## src/rtl/core/tvc_pkg.sv

```systemverilog
// ----------------------------------------------------------------------------
// tvc_pkg
// Shared widths, register map, reset values and interface types for the tilt
// vector conditioner.
// ----------------------------------------------------------------------------
package tvc_pkg;

	localparam int FRAC_BITS_DEF = 14;

	localparam int CNT_W  = 5;
	localparam int MUL_W  = 19;
	localparam int PROD_W = 2 * MUL_W;
	localparam int ACC_W  = 36;
	localparam int SUB_W  = 22;
	localparam int REM_W  = 20;
	localparam int MAG_W  = 18;
	localparam int DIV_W  = 19;
	localparam int QUO_W  = 16;
	localparam int GAIN_ONE = 65536;

	localparam int PADDR_W = 5;
	localparam int PDATA_W = 32;
	localparam int RIDX_W  = 3;

	localparam logic [RIDX_W-1:0] REG_OFFSET_X       = 3'd0;
	localparam logic [RIDX_W-1:0] REG_OFFSET_Y       = 3'd1;
	localparam logic [RIDX_W-1:0] REG_OFFSET_Z       = 3'd2;
	localparam logic [RIDX_W-1:0] REG_MIN_MAGNITUDE  = 3'd3;
	localparam logic [RIDX_W-1:0] REG_SMOOTHING_GAIN = 3'd4;
	localparam logic [RIDX_W-1:0] REG_DEADZONE       = 3'd5;
	localparam logic [RIDX_W-1:0] REG_OUTPUT_GAIN    = 3'd6;

	localparam logic [14:0] RST_MIN_MAGNITUDE  = 15'd1638;
	localparam logic [16:0] RST_SMOOTHING_GAIN = 17'd9830;
	localparam logic [14:0] RST_DEADZONE       = 15'd819;
	localparam logic [14:0] RST_OUTPUT_GAIN    = 15'd13107;

	typedef struct packed {
		logic signed [15:0] offset_x;
		logic signed [15:0] offset_y;
		logic signed [16:0] offset_z;
		logic        [14:0] min_magnitude;
		logic        [16:0] smoothing_gain;
		logic        [14:0] deadzone;
		logic        [14:0] output_gain;
	} cfg_t;

	typedef struct packed {
		logic signed [MUL_W-1:0] mul_a;
		logic signed [MUL_W-1:0] mul_b;
		logic        [SUB_W-1:0] sub_a;
		logic        [SUB_W-1:0] sub_b;
	} alu_req_t;

	typedef struct packed {
		logic signed [PROD_W-1:0] prod;
		logic        [SUB_W-1:0]  diff;
		logic                     ge;
	} alu_rsp_t;

endpackage

```

## src/rtl/core/tilt_vector_conditioner_top.sv

```systemverilog
// ----------------------------------------------------------------------------
// tilt_vector_conditioner_top
// Offset removal, magnitude, normalization, smoothing, deadzone and gain of a
// three-axis accelerometer word, sequenced over one shared ALU.
//
//   channel  handshake            payload
//   -------  -------------------  ----------------------------------
//   in       in_valid / in_ready  raw_x, raw_y, raw_z
//   out      out_valid/out_ready  tilt_horizontal, tilt_vertical
//   apb      psel/penable/pready  paddr, pwdata, pwrite, prdata
//
// A word passes through the 18-step square root on the shared subtractor
// and, when it is normalized, two bit-serial divides on the same unit.
// in_ready is high only while the sequencer is idle. A finished result sits
// in the output register; the sequencer holds its last step while that
// register is still full. Reset loads the register defaults and arms the
// smoother to take the next word directly.
// ----------------------------------------------------------------------------
module tilt_vector_conditioner_top #(
	parameter int FRAC_BITS = tvc_pkg::FRAC_BITS_DEF
) (
	input  logic                         clk,
	input  logic                         arst_n,
	input  logic                         psel,
	input  logic                         penable,
	input  logic                         pwrite,
	input  logic [tvc_pkg::PADDR_W-1:0]  paddr,
	input  logic [tvc_pkg::PDATA_W-1:0]  pwdata,
	output logic [tvc_pkg::PDATA_W-1:0]  prdata,
	output logic                         pready,
	input  logic                         in_valid,
	output logic                         in_ready,
	input  logic signed [15:0]           raw_x,
	input  logic signed [15:0]           raw_y,
	input  logic signed [15:0]           raw_z,
	output logic                         out_valid,
	input  logic                         out_ready,
	output logic signed [15:0]           tilt_horizontal,
	output logic signed [15:0]           tilt_vertical
);
	import tvc_pkg::*;

	localparam logic [2:0] ST_IDLE   = 3'd0;
	localparam logic [2:0] ST_SQ     = 3'd1;
	localparam logic [2:0] ST_SQRT   = 3'd2;
	localparam logic [2:0] ST_DIVI   = 3'd3;
	localparam logic [2:0] ST_DIV    = 3'd4;
	localparam logic [2:0] ST_SMOOTH = 3'd5;
	localparam logic [2:0] ST_MAP    = 3'd6;
	localparam logic [2:0] ST_DONE   = 3'd7;

	localparam logic [PROD_W-1:0] UNITY_P  = PROD_W'(1) << FRAC_BITS;
	localparam logic [PROD_W-1:0] OUT_HI_P = (FRAC_BITS >= 15) ? PROD_W'(32767) : UNITY_P;
	localparam logic [16:0]       GAIN_ONE_P = 17'(GAIN_ONE);

	cfg_t     cfg;
	alu_req_t alu_req;
	alu_rsp_t alu_rsp;

	// control
	logic [2:0]       state_q;
	logic [CNT_W-1:0] cnt_q;
	logic             axis_q;
	logic             first_q;
	logic             out_valid_q;
	logic signed [15:0] sx_q, sy_q;

	// datapath
	logic signed [16:0]      ax_q, ay_q;
	logic signed [17:0]      az_q;
	logic signed [ACC_W-1:0] acc_q;
	logic [REM_W-1:0]        rem_q;
	logic [MAG_W-1:0]        root_q;
	logic [DIV_W-1:0]        r_q;
	logic [QUO_W-1:0]        quo_q;
	logic                    neg_q;
	logic signed [15:0]      nx_q, ny_q;
	logic signed [15:0]      hres_q, vres_q;
	logic signed [15:0]      th_q, tv_q;

	logic [SUB_W-1:0]        rem_nx;
	logic [QUO_W-1:0]        quo_nx;
	logic signed [15:0]      quo_val;
	logic signed [16:0]      div_src;
	logic [16:0]             g_sat, g_cmp;
	logic [16:0]             mx, my;
	logic signed [ACC_W-1:0] smooth_sum;
	logic                    out_free;

	tvc_cfg_regs u_cfg (
		.clk     (clk),
		.arst_n  (arst_n),
		.psel    (psel),
		.penable (penable),
		.pwrite  (pwrite),
		.paddr   (paddr),
		.pwdata  (pwdata),
		.prdata  (prdata),
		.pready  (pready),
		.cfg     (cfg)
	);

	tvc_alu u_alu (
		.clk (clk),
		.req (alu_req),
		.rsp (alu_rsp)
	);

	function automatic logic signed [15:0] sat16(input logic signed [16:0] v);
		logic signed [15:0] r;
		if (v > 17'sd32767)
			r = 16'sh7fff;
		else if (v < -17'sd32768)
			r = 16'sh8000;
		else
			r = v[15:0];
		return r;
	endfunction

	function automatic logic [16:0] abs16(input logic signed [15:0] v);
		logic signed [16:0] w;
		w = 17'(v);
		return v[15] ? 17'(-w) : 17'(w);
	endfunction

	// deadzone, gain shift and clamp of one smoothed axis
	function automatic logic signed [15:0] map_out(
		input logic signed [PROD_W-1:0] prod,
		input logic signed [15:0]       s,
		input logic [16:0]              m,
		input logic [14:0]              dz
	);
		logic [PROD_W-1:0] vsh;
		logic [PROD_W-1:0] lim;
		logic [PROD_W-1:0] vv;
		logic signed [15:0] r;
		vsh = $unsigned(prod) >> FRAC_BITS;
		lim = s[15] ? UNITY_P : OUT_HI_P;
		vv  = (vsh > lim) ? lim : vsh;
		if (m <= 17'(dz))
			r = '0;
		else if (s[15])
			r = 16'(-vv);
		else
			r = 16'(vv);
		return r;
	endfunction

	assign in_ready  = (state_q == ST_IDLE);
	assign out_valid = out_valid_q;
	assign tilt_horizontal = th_q;
	assign tilt_vertical   = tv_q;
	assign out_free  = !out_valid_q || out_ready;

	assign rem_nx = SUB_W'({rem_q, acc_q[ACC_W-1 -: 2]});
	assign quo_nx = {quo_q[QUO_W-2:0], alu_rsp.ge};
	assign quo_val = neg_q ? 16'(-(17'(quo_nx))) :
		((quo_nx > 16'd32767) ? 16'sh7fff : 16'(quo_nx));
	assign div_src = axis_q ? ay_q : ax_q;
	assign g_sat = (cfg.smoothing_gain > GAIN_ONE_P) ? GAIN_ONE_P : cfg.smoothing_gain;
	assign g_cmp = GAIN_ONE_P - g_sat;
	assign mx = abs16(sx_q);
	assign my = abs16(sy_q);
	assign smooth_sum = acc_q + ACC_W'(alu_rsp.prod);

	// operand select for the shared unit
	always_comb begin
		alu_req = '0;
		unique case (state_q)
			ST_SQ: begin
				case (cnt_q)
					CNT_W'(0): begin
						alu_req.mul_a = MUL_W'(ax_q);
						alu_req.mul_b = MUL_W'(ax_q);
					end
					CNT_W'(1): begin
						alu_req.mul_a = MUL_W'(ay_q);
						alu_req.mul_b = MUL_W'(ay_q);
					end
					default: begin
						alu_req.mul_a = MUL_W'(az_q);
						alu_req.mul_b = MUL_W'(az_q);
					end
				endcase
			end
			ST_SQRT: begin
				alu_req.sub_a = rem_nx;
				alu_req.sub_b = SUB_W'({root_q, 2'b01});
			end
			ST_DIV: begin
				alu_req.sub_a = SUB_W'(r_q);
				alu_req.sub_b = SUB_W'(root_q);
			end
			ST_SMOOTH: begin
				case (cnt_q)
					CNT_W'(0): begin
						alu_req.mul_a = MUL_W'(g_sat);
						alu_req.mul_b = MUL_W'(nx_q);
					end
					CNT_W'(1): begin
						alu_req.mul_a = MUL_W'(g_cmp);
						alu_req.mul_b = MUL_W'(sx_q);
					end
					CNT_W'(2): begin
						alu_req.mul_a = MUL_W'(g_sat);
						alu_req.mul_b = MUL_W'(ny_q);
					end
					default: begin
						alu_req.mul_a = MUL_W'(g_cmp);
						alu_req.mul_b = MUL_W'(sy_q);
					end
				endcase
			end
			ST_MAP: begin
				alu_req.mul_a = MUL_W'(cnt_q == CNT_W'(0) ? my : mx);
				alu_req.mul_b = MUL_W'(cfg.output_gain);
			end
			default: ;
		endcase
	end

	// sequencer
	always_ff @(posedge clk or negedge arst_n) begin
		if (!arst_n) begin
			state_q     <= ST_IDLE;
			cnt_q       <= '0;
			axis_q      <= 1'b0;
			first_q     <= 1'b1;
			out_valid_q <= 1'b0;
			sx_q        <= '0;
			sy_q        <= '0;
		end else begin
			if (state_q == ST_DONE && out_free)
				out_valid_q <= 1'b1;
			else if (out_valid_q && out_ready)
				out_valid_q <= 1'b0;
			unique case (state_q)
				ST_IDLE: begin
					if (in_valid) begin
						state_q <= ST_SQ;
						cnt_q   <= '0;
					end
				end
				ST_SQ: begin
					if (cnt_q == CNT_W'(3)) begin
						state_q <= ST_SQRT;
						cnt_q   <= '0;
					end else
						cnt_q <= cnt_q + 1'b1;
				end
				ST_SQRT: begin
					cnt_q <= cnt_q + 1'b1;
					if (cnt_q == CNT_W'(MAG_W - 1)) begin
						state_q <= ST_DIVI;
						axis_q  <= 1'b0;
					end
				end
				ST_DIVI: begin
					if (root_q > MAG_W'(cfg.min_magnitude)) begin
						state_q <= ST_DIV;
						cnt_q   <= CNT_W'(FRAC_BITS);
					end else begin
						state_q <= ST_SMOOTH;
						cnt_q   <= '0;
					end
				end
				ST_DIV: begin
					if (cnt_q == '0) begin
						if (axis_q)
							state_q <= ST_SMOOTH;
						else
							state_q <= ST_DIVI;
						axis_q <= 1'b1;
						cnt_q  <= '0;
					end else
						cnt_q <= cnt_q - 1'b1;
				end
				ST_SMOOTH: begin
					if (first_q) begin
						// first word after reset loads the smoother
						sx_q    <= nx_q;
						sy_q    <= ny_q;
						first_q <= 1'b0;
						state_q <= ST_MAP;
						cnt_q   <= '0;
					end else if (cnt_q == CNT_W'(4)) begin
						sy_q    <= smooth_sum[31:16];
						state_q <= ST_MAP;
						cnt_q   <= '0;
					end else begin
						if (cnt_q == CNT_W'(2))
							sx_q <= smooth_sum[31:16];
						cnt_q <= cnt_q + 1'b1;
					end
				end
				ST_MAP: begin
					cnt_q <= cnt_q + 1'b1;
					if (cnt_q == CNT_W'(2))
						state_q <= ST_DONE;
				end
				ST_DONE: begin
					if (out_free)
						state_q <= ST_IDLE;
				end
				default: state_q <= ST_IDLE;
			endcase
		end
	end

	// datapath
	always_ff @(posedge clk) begin
		unique case (state_q)
			ST_IDLE: begin
				ax_q  <= 17'(raw_x) - 17'(cfg.offset_x);
				ay_q  <= 17'(raw_y) - 17'(cfg.offset_y);
				az_q  <= 18'(raw_z) - 18'(cfg.offset_z);
				acc_q <= '0;
			end
			ST_SQ: begin
				if (cnt_q != '0)
					acc_q <= acc_q + ACC_W'(alu_rsp.prod);
				rem_q  <= '0;
				root_q <= '0;
			end
			ST_SQRT: begin
				// one root bit per step, radicand shifted out of the accumulator
				acc_q <= acc_q << 2;
				if (alu_rsp.ge) begin
					rem_q  <= alu_rsp.diff[REM_W-1:0];
					root_q <= {root_q[MAG_W-2:0], 1'b1};
				end else begin
					rem_q  <= rem_nx[REM_W-1:0];
					root_q <= {root_q[MAG_W-2:0], 1'b0};
				end
			end
			ST_DIVI: begin
				neg_q <= div_src[16];
				r_q   <= DIV_W'(div_src[16] ? 17'(-div_src) : 17'(div_src));
				quo_q <= '0;
				if (!(root_q > MAG_W'(cfg.min_magnitude))) begin
					nx_q <= sat16(ax_q);
					ny_q <= sat16(ay_q);
				end
			end
			ST_DIV: begin
				quo_q <= quo_nx;
				r_q   <= (alu_rsp.ge ? alu_rsp.diff[DIV_W-1:0] : r_q) << 1;
				if (cnt_q == '0) begin
					if (axis_q)
						ny_q <= quo_val;
					else
						nx_q <= quo_val;
				end
			end
			ST_SMOOTH: begin
				if (cnt_q == CNT_W'(1) || cnt_q == CNT_W'(3))
					acc_q <= ACC_W'(alu_rsp.prod);
				else
					acc_q <= '0;
			end
			ST_MAP: begin
				if (cnt_q == CNT_W'(1))
					hres_q <= map_out(alu_rsp.prod, sy_q, my, cfg.deadzone);
				if (cnt_q == CNT_W'(2))
					vres_q <= map_out(alu_rsp.prod, sx_q, mx, cfg.deadzone);
			end
			ST_DONE: begin
				if (out_free) begin
					th_q <= hres_q;
					tv_q <= vres_q;
				end
			end
			default: ;
		endcase
	end

endmodule

```

## src/rtl/core/tvc_cfg_regs.sv

```systemverilog
// ----------------------------------------------------------------------------
// tvc_cfg_regs
// APB register file: offsets, thresholds and gains of the conditioner.
// ----------------------------------------------------------------------------
module tvc_cfg_regs (
	input  logic                         clk,
	input  logic                         arst_n,
	input  logic                         psel,
	input  logic                         penable,
	input  logic                         pwrite,
	input  logic [tvc_pkg::PADDR_W-1:0]  paddr,
	input  logic [tvc_pkg::PDATA_W-1:0]  pwdata,
	output logic [tvc_pkg::PDATA_W-1:0]  prdata,
	output logic                         pready,
	output tvc_pkg::cfg_t                cfg
);
	import tvc_pkg::*;

	cfg_t              cfg_q;
	logic [RIDX_W-1:0] ridx;
	logic              wr_en;

	assign pready = 1'b1;
	assign ridx   = paddr[PADDR_W-1:2];
	assign wr_en  = psel & penable & pwrite & pready;
	assign cfg    = cfg_q;

	always_ff @(posedge clk or negedge arst_n) begin
		if (!arst_n) begin
			cfg_q.offset_x       <= '0;
			cfg_q.offset_y       <= '0;
			cfg_q.offset_z       <= '0;
			cfg_q.min_magnitude  <= RST_MIN_MAGNITUDE;
			cfg_q.smoothing_gain <= RST_SMOOTHING_GAIN;
			cfg_q.deadzone       <= RST_DEADZONE;
			cfg_q.output_gain    <= RST_OUTPUT_GAIN;
		end else if (wr_en) begin
			unique case (ridx)
				REG_OFFSET_X:       cfg_q.offset_x       <= pwdata[15:0];
				REG_OFFSET_Y:       cfg_q.offset_y       <= pwdata[15:0];
				REG_OFFSET_Z:       cfg_q.offset_z       <= pwdata[16:0];
				REG_MIN_MAGNITUDE:  cfg_q.min_magnitude  <= pwdata[14:0];
				REG_SMOOTHING_GAIN: cfg_q.smoothing_gain <= pwdata[16:0];
				REG_DEADZONE:       cfg_q.deadzone       <= pwdata[14:0];
				REG_OUTPUT_GAIN:    cfg_q.output_gain    <= pwdata[14:0];
				default: ;
			endcase
		end
	end

	always_comb begin
		unique case (ridx)
			REG_OFFSET_X:       prdata = PDATA_W'(cfg_q.offset_x);
			REG_OFFSET_Y:       prdata = PDATA_W'(cfg_q.offset_y);
			REG_OFFSET_Z:       prdata = PDATA_W'(cfg_q.offset_z);
			REG_MIN_MAGNITUDE:  prdata = PDATA_W'(cfg_q.min_magnitude);
			REG_SMOOTHING_GAIN: prdata = PDATA_W'(cfg_q.smoothing_gain);
			REG_DEADZONE:       prdata = PDATA_W'(cfg_q.deadzone);
			REG_OUTPUT_GAIN:    prdata = PDATA_W'(cfg_q.output_gain);
			default:            prdata = '0;
		endcase
	end

endmodule

```

## src/rtl/core/tvc_alu.sv

```systemverilog
// ----------------------------------------------------------------------------
// tvc_alu
// Shared arithmetic: one signed multiplier with a registered product and one
// subtract/compare used by the square root and the divider.
// ----------------------------------------------------------------------------
module tvc_alu (
	input  logic              clk,
	input  tvc_pkg::alu_req_t req,
	output tvc_pkg::alu_rsp_t rsp
);
	import tvc_pkg::*;

	logic signed [PROD_W-1:0] prod_q;

	always_ff @(posedge clk) begin
		prod_q <= PROD_W'(req.mul_a) * PROD_W'(req.mul_b);
	end

	assign rsp.prod = prod_q;
	assign rsp.diff = req.sub_a - req.sub_b;
	assign rsp.ge   = (req.sub_a >= req.sub_b);

endmodule

```

## config.mk

```make
export PLATFORM = sky130hd
export DESIGN_NAME = tilt_vector_conditioner_top
export DESIGN_NICKNAME = d
export VERILOG_FILES = /design/src/rtl/core/tvc_pkg.sv /design/src/rtl/core/tilt_vector_conditioner_top.sv /design/src/rtl/core/tvc_cfg_regs.sv /design/src/rtl/core/tvc_alu.sv
export SDC_FILE = /design/constraint.sdc
export NUM_CORES = 2
export LEC_CHECK = 0
export BUFFER_PORTS_ARGS = -buffer_cell sky130_fd_sc_hd__buf_2
export CAP_MARGIN = 20
export CORE_MARGIN = 1.5
export CORE_UTILIZATION = 65
export DETAILED_ROUTE_END_ITERATION = 10
export MAX_ROUTING_LAYER = met4
export PLACE_DENSITY = 0.84
export RECOVER_POWER = 50
export SLEW_MARGIN = 20
export SYNTH_ARGS = -nofsm -noshare
export SYNTH_HDL_FRONTEND = slang
export SYNTH_HIERARCHICAL = 1
export SYNTH_SLANG_ARGS = --single-unit
```

## constraint.sdc

```tcl
create_clock -name clk -period 14.4 [get_ports clk]
set_input_delay 2.88 -clock clk [delete_from_list [all_inputs] [get_ports clk]]
set_output_delay 2.88 -clock clk [all_outputs]
set_load 0.02 [all_outputs]
```

==> impl_metrics.sql <==
INSERT INTO impl_metrics (metric_group, metric, value, unit) VALUES
('run_status', 'status', 'finished with violations', ''),
('sta', 'final.setup_skew', '0.0228', 'ns'),
('clock_tree', 'cts.htree.levels', '2', ''),
('critical_path', 'timing.critical_path.required', '14.89', 'ns'),
('sta', 'slew_headroom', '-245', '%'),
('cells_and_area', 'finalNonFillerCells', '5299', ''),
('critical_path', 'worst_setup_path_start_kind', 'flip-flop', ''),
('clock_tree', 'post_cts_resized', '0', ''),
('global_route', 'grt_antenna_before_repair', '1', ''),
('critical_path', 'arrival', '11.04', 'ns'),
('synth', 'post_syn_area', '42100', 'um^2'),
('die', 'placement_rows', '93', ''),
('cells_and_area', 'final_layout_size_suffix_gt1_share', '10.6', '%'),
('clock_tree', 'cts.reportedPaths.clkPinSlew', '0.06', 'ns'),
('global_route', 'global_route.usage.met2', '54.7', '%'),
('run', 'drv_cap', '12', ''),
('die', 'io_pins', '159', ''),
('sta', 'hold_viol', '0', ''),
('sta', 'setup_viol_count_final', '0', ''),
('die', 'die_x', '257', 'um'),
('routing', 'wl_per_cell', '21.7', 'um'),
('place', 'place_congestion', '0.999', ''),
('pwr', 'pwr_density_cell', '204', 'nW/um^2'),
('pwr', 'power.leakage', '20.6', 'nW'),
('clock_tree', 'cts_setup_buffers', '0', ''),
('run_status', 'violations', 'max-capacitance violations, max-slew violations', ''),
('critical_path', 'r2r_start', 'cnt_q[3]', ''),
('die', 'core', '64200', 'um^2'),
('hold_path', 'holdPathEnd', 'tilt_vertical[6]', ''),
('sta', 'slew_violations', '535', ''),
('global_route', 'grt.met3_usage', '4.87', '%'),
('clock_tree', 'cts_hold_buffers', '0', ''),
('routing', 'post_drt_via_cell_ratio', '6.27', ''),
('clock_tree', 'total_number_of_clock_tree_sinks', '449', ''),
('critical_path', 'worstSetupStartpoint', 'cnt_q[3]', ''),
('critical_path', 'critPathCaptureType', 'flip-flop', ''),
('critical_path', 'reg2reg_depth', '26', ''),
('hold_path', 'holdCritPathClass', 'reg -> reg', ''),
('global_route', 'grt.overflow.total', '0', ''),
('die', 'floorplan.die_area', '66300', 'um^2'),
('synth', 'yosysWarningCount', '6', ''),
('clock_tree', 'ctsRootBufferMaster', 'clkbuf_16', ''),
('place', 'post-place-cells', '5213', ''),
('clock_tree', 'numCtsBuffers', '46', ''),
('clock_tree', 'cts_tree', 'done', ''),
('cells_and_area', 'diodes', '0', ''),
('place', 'numPortBuffers', '140', ''),
('global_route', 'grt_util_met1', '48.8', '%'),
('cells_and_area', 'synthToLayoutAreaGrowth', '6.95', '%'),
('sta', 'max_slew.worst_pin.slew', '5.17', 'ns'),
('global_route', 'grt_start_max_net_pins', '98', ''),
('routing', 'total_via_count_after_detailed_routing', '33200', ''),
('critical_path', 'highest_net_fanout_along_the_worst_path', '28', ''),
('die', 'dieHeight', '257', 'um'),
('global_route', 'top_usage_layer', 'met2', ''),
('pwr', 'post-layout-total-power', '9.17', 'mW'),
('critical_path', 'criticalPathCategory', 'reg -> reg', ''),
('global_route', 'grt_first_pass_wirelength', '181000', 'um'),
('clock_tree', 'clkLatencyLatePin', '0.58', 'ns'),
('hold_path', 'hold_depth', '0', ''),
('sta', 'setup_total_negative_slack', '0', 'ns'),
('synth', 'synthesis.area_per_instance', '9.65', 'um^2'),
('die', 'initial_core_util', '65.5', '%'),
('routing', 'final_antenna_net_count', '0', ''),
('routing', 'drt-total-wl', '115000', 'um'),
('sta', 'period_minus_ws_final', '10.55', 'ns'),
('sta', 'grt_setup_unrepaired', 'false', ''),
('sta', 'fin_crit_sh', '73.3', '%'),
('critical_path', 'setup.reg_to_reg.worst_slack', '3.85', 'ns'),
('global_route', 'grt_pass1_vias', '32600', ''),
('critical_path', 'destination_of_the_worst_register_to_register_timing_path', 'u_alu/prod_q[37]', ''),
('routing', 'drt_iter0_drc', '3836', ''),
('place', 'dp.final_hpwl', '86700', 'um'),
('hold_path', 'hold_path_startpoint', 'vres_q[6]', ''),
('synth', 'syn-instance-count', '4359', ''),
('pwr', 'ir_worst_vdd', '0.000156', 'V'),
('routing', 'remaining_drc_errors', '0', ''),
('global_route', 'grt.total_usage', '35.9', '%'),
('routing', 'detailedRoute.firstPassIterationCount', '8', ''),
('sta', 'achievable-frequency', '94.8', 'MHz'),
('cells_and_area', 'finish.net_count', '5149', ''),
('clock_tree', 'clock_path_buffers', '3', '');
## layout by cell type (no fill, tap or decap), drive strengths merged, types with 55 or more instances in the layout
cell type / instances
a21o: 76
a21oi: 223
and2: 226
buf: 186
clkbuf: 86
dfrtp: 126
edfxtp: 257
fa: 374
ha: 276
inv: 544
mux2: 130
mux2i: 90
nand2: 419
nor2: 228
nor3: 55
o21ai: 209
xnor2: 112
xor2: 60
## layout make-up
cell class / instances / area (um^2)
Multi-Input combinational cell: 3162 / 26800
Fill cell: 4785 / 19200
Sequential cell: 449 / 12400
Inverter: 542 / 2030
Clock buffer: 66 / 1380
Timing Repair Buffer: 206 / 1130
Tap cell: 855 / 1070
Clock inverter: 19 / 219
## through the flow
step           hold WS (ns)  area (um^2)  util [%]  worst slack [ns]
6_report              0.417        45000      70.1              3.85
5_1_grt               0.427        45000      70.1              3.45
4_1_cts               0.418        45100      70.2              4.90
3_5_place_dp          0.405        43500      67.7              4.93
3_3_place_gp          0.404        43500      67.7              5.07
2_1_floorplan         0.400        42100         -              5.95
## state kept, by name, indices dropped and copies added, names as in the netlist, 17 cells and up
name and flops:
az_q 18, u_alu/prod_q 38, ax_q 17, acc_q 36, ay_q 17, root_q 18, rem_q 20, r_q 19
u_cfg/cfg 111
## layer usage
layer  vias to the layer above  wire length [um]
met3                       328             10900
met4                         0              6090
met2                      1769             52200
met5                         -                 0
met1                     16200             45900
li1                      14900                 -
## power breakdown
group / switching (mW) / leakage, nW / internal (mW)
sequential: 0.469 / 4.64 / 1.99
combinational: 3.43 / 15.2 / 2.01
clock: 0.537 / 0.788 / 0.742
## worst max-delay path: stages, from the launching register on
cell      delay [ns]
dfrtp_1         0.48
nor3_2          0.41
and2_0          1.26
nor2_1          0.52
nor2_1          0.52
o21ai_0         0.14
o311ai_0        0.16
nand2_1         0.67
and2_1          0.44
fa_1            0.52
inv_1           0.06
fa_1            0.56
fa_1            0.44
fa_1            0.55
inv_1           0.05
fa_1            0.50
fa_1            0.42
ha_1            0.30
ha_1            0.38
a41oi_1         0.24
o21ai_0         0.17
a21o_1          0.25
o211ai_1        0.43
a21oi_1         0.23
o41ai_2         0.46
nor2_1          0.09
a211oi_1        0.18
## worst max path at each step
stage	to	slack [ns]	depth (start not counted)
2_1_floorplan	u_alu/prod_q[36]	5.95	29
3_3_place_gp	u_alu/prod_q[37]	5.07	27
3_5_place_dp	u_alu/prod_q[37]	4.93	27
4_1_cts	u_alu/prod_q[37]	4.90	27
5_1_grt	u_alu/prod_q[37]	3.45	25
6_report	u_alu/prod_q[37]	3.85	26
Power figures use the tool's default switching activity.
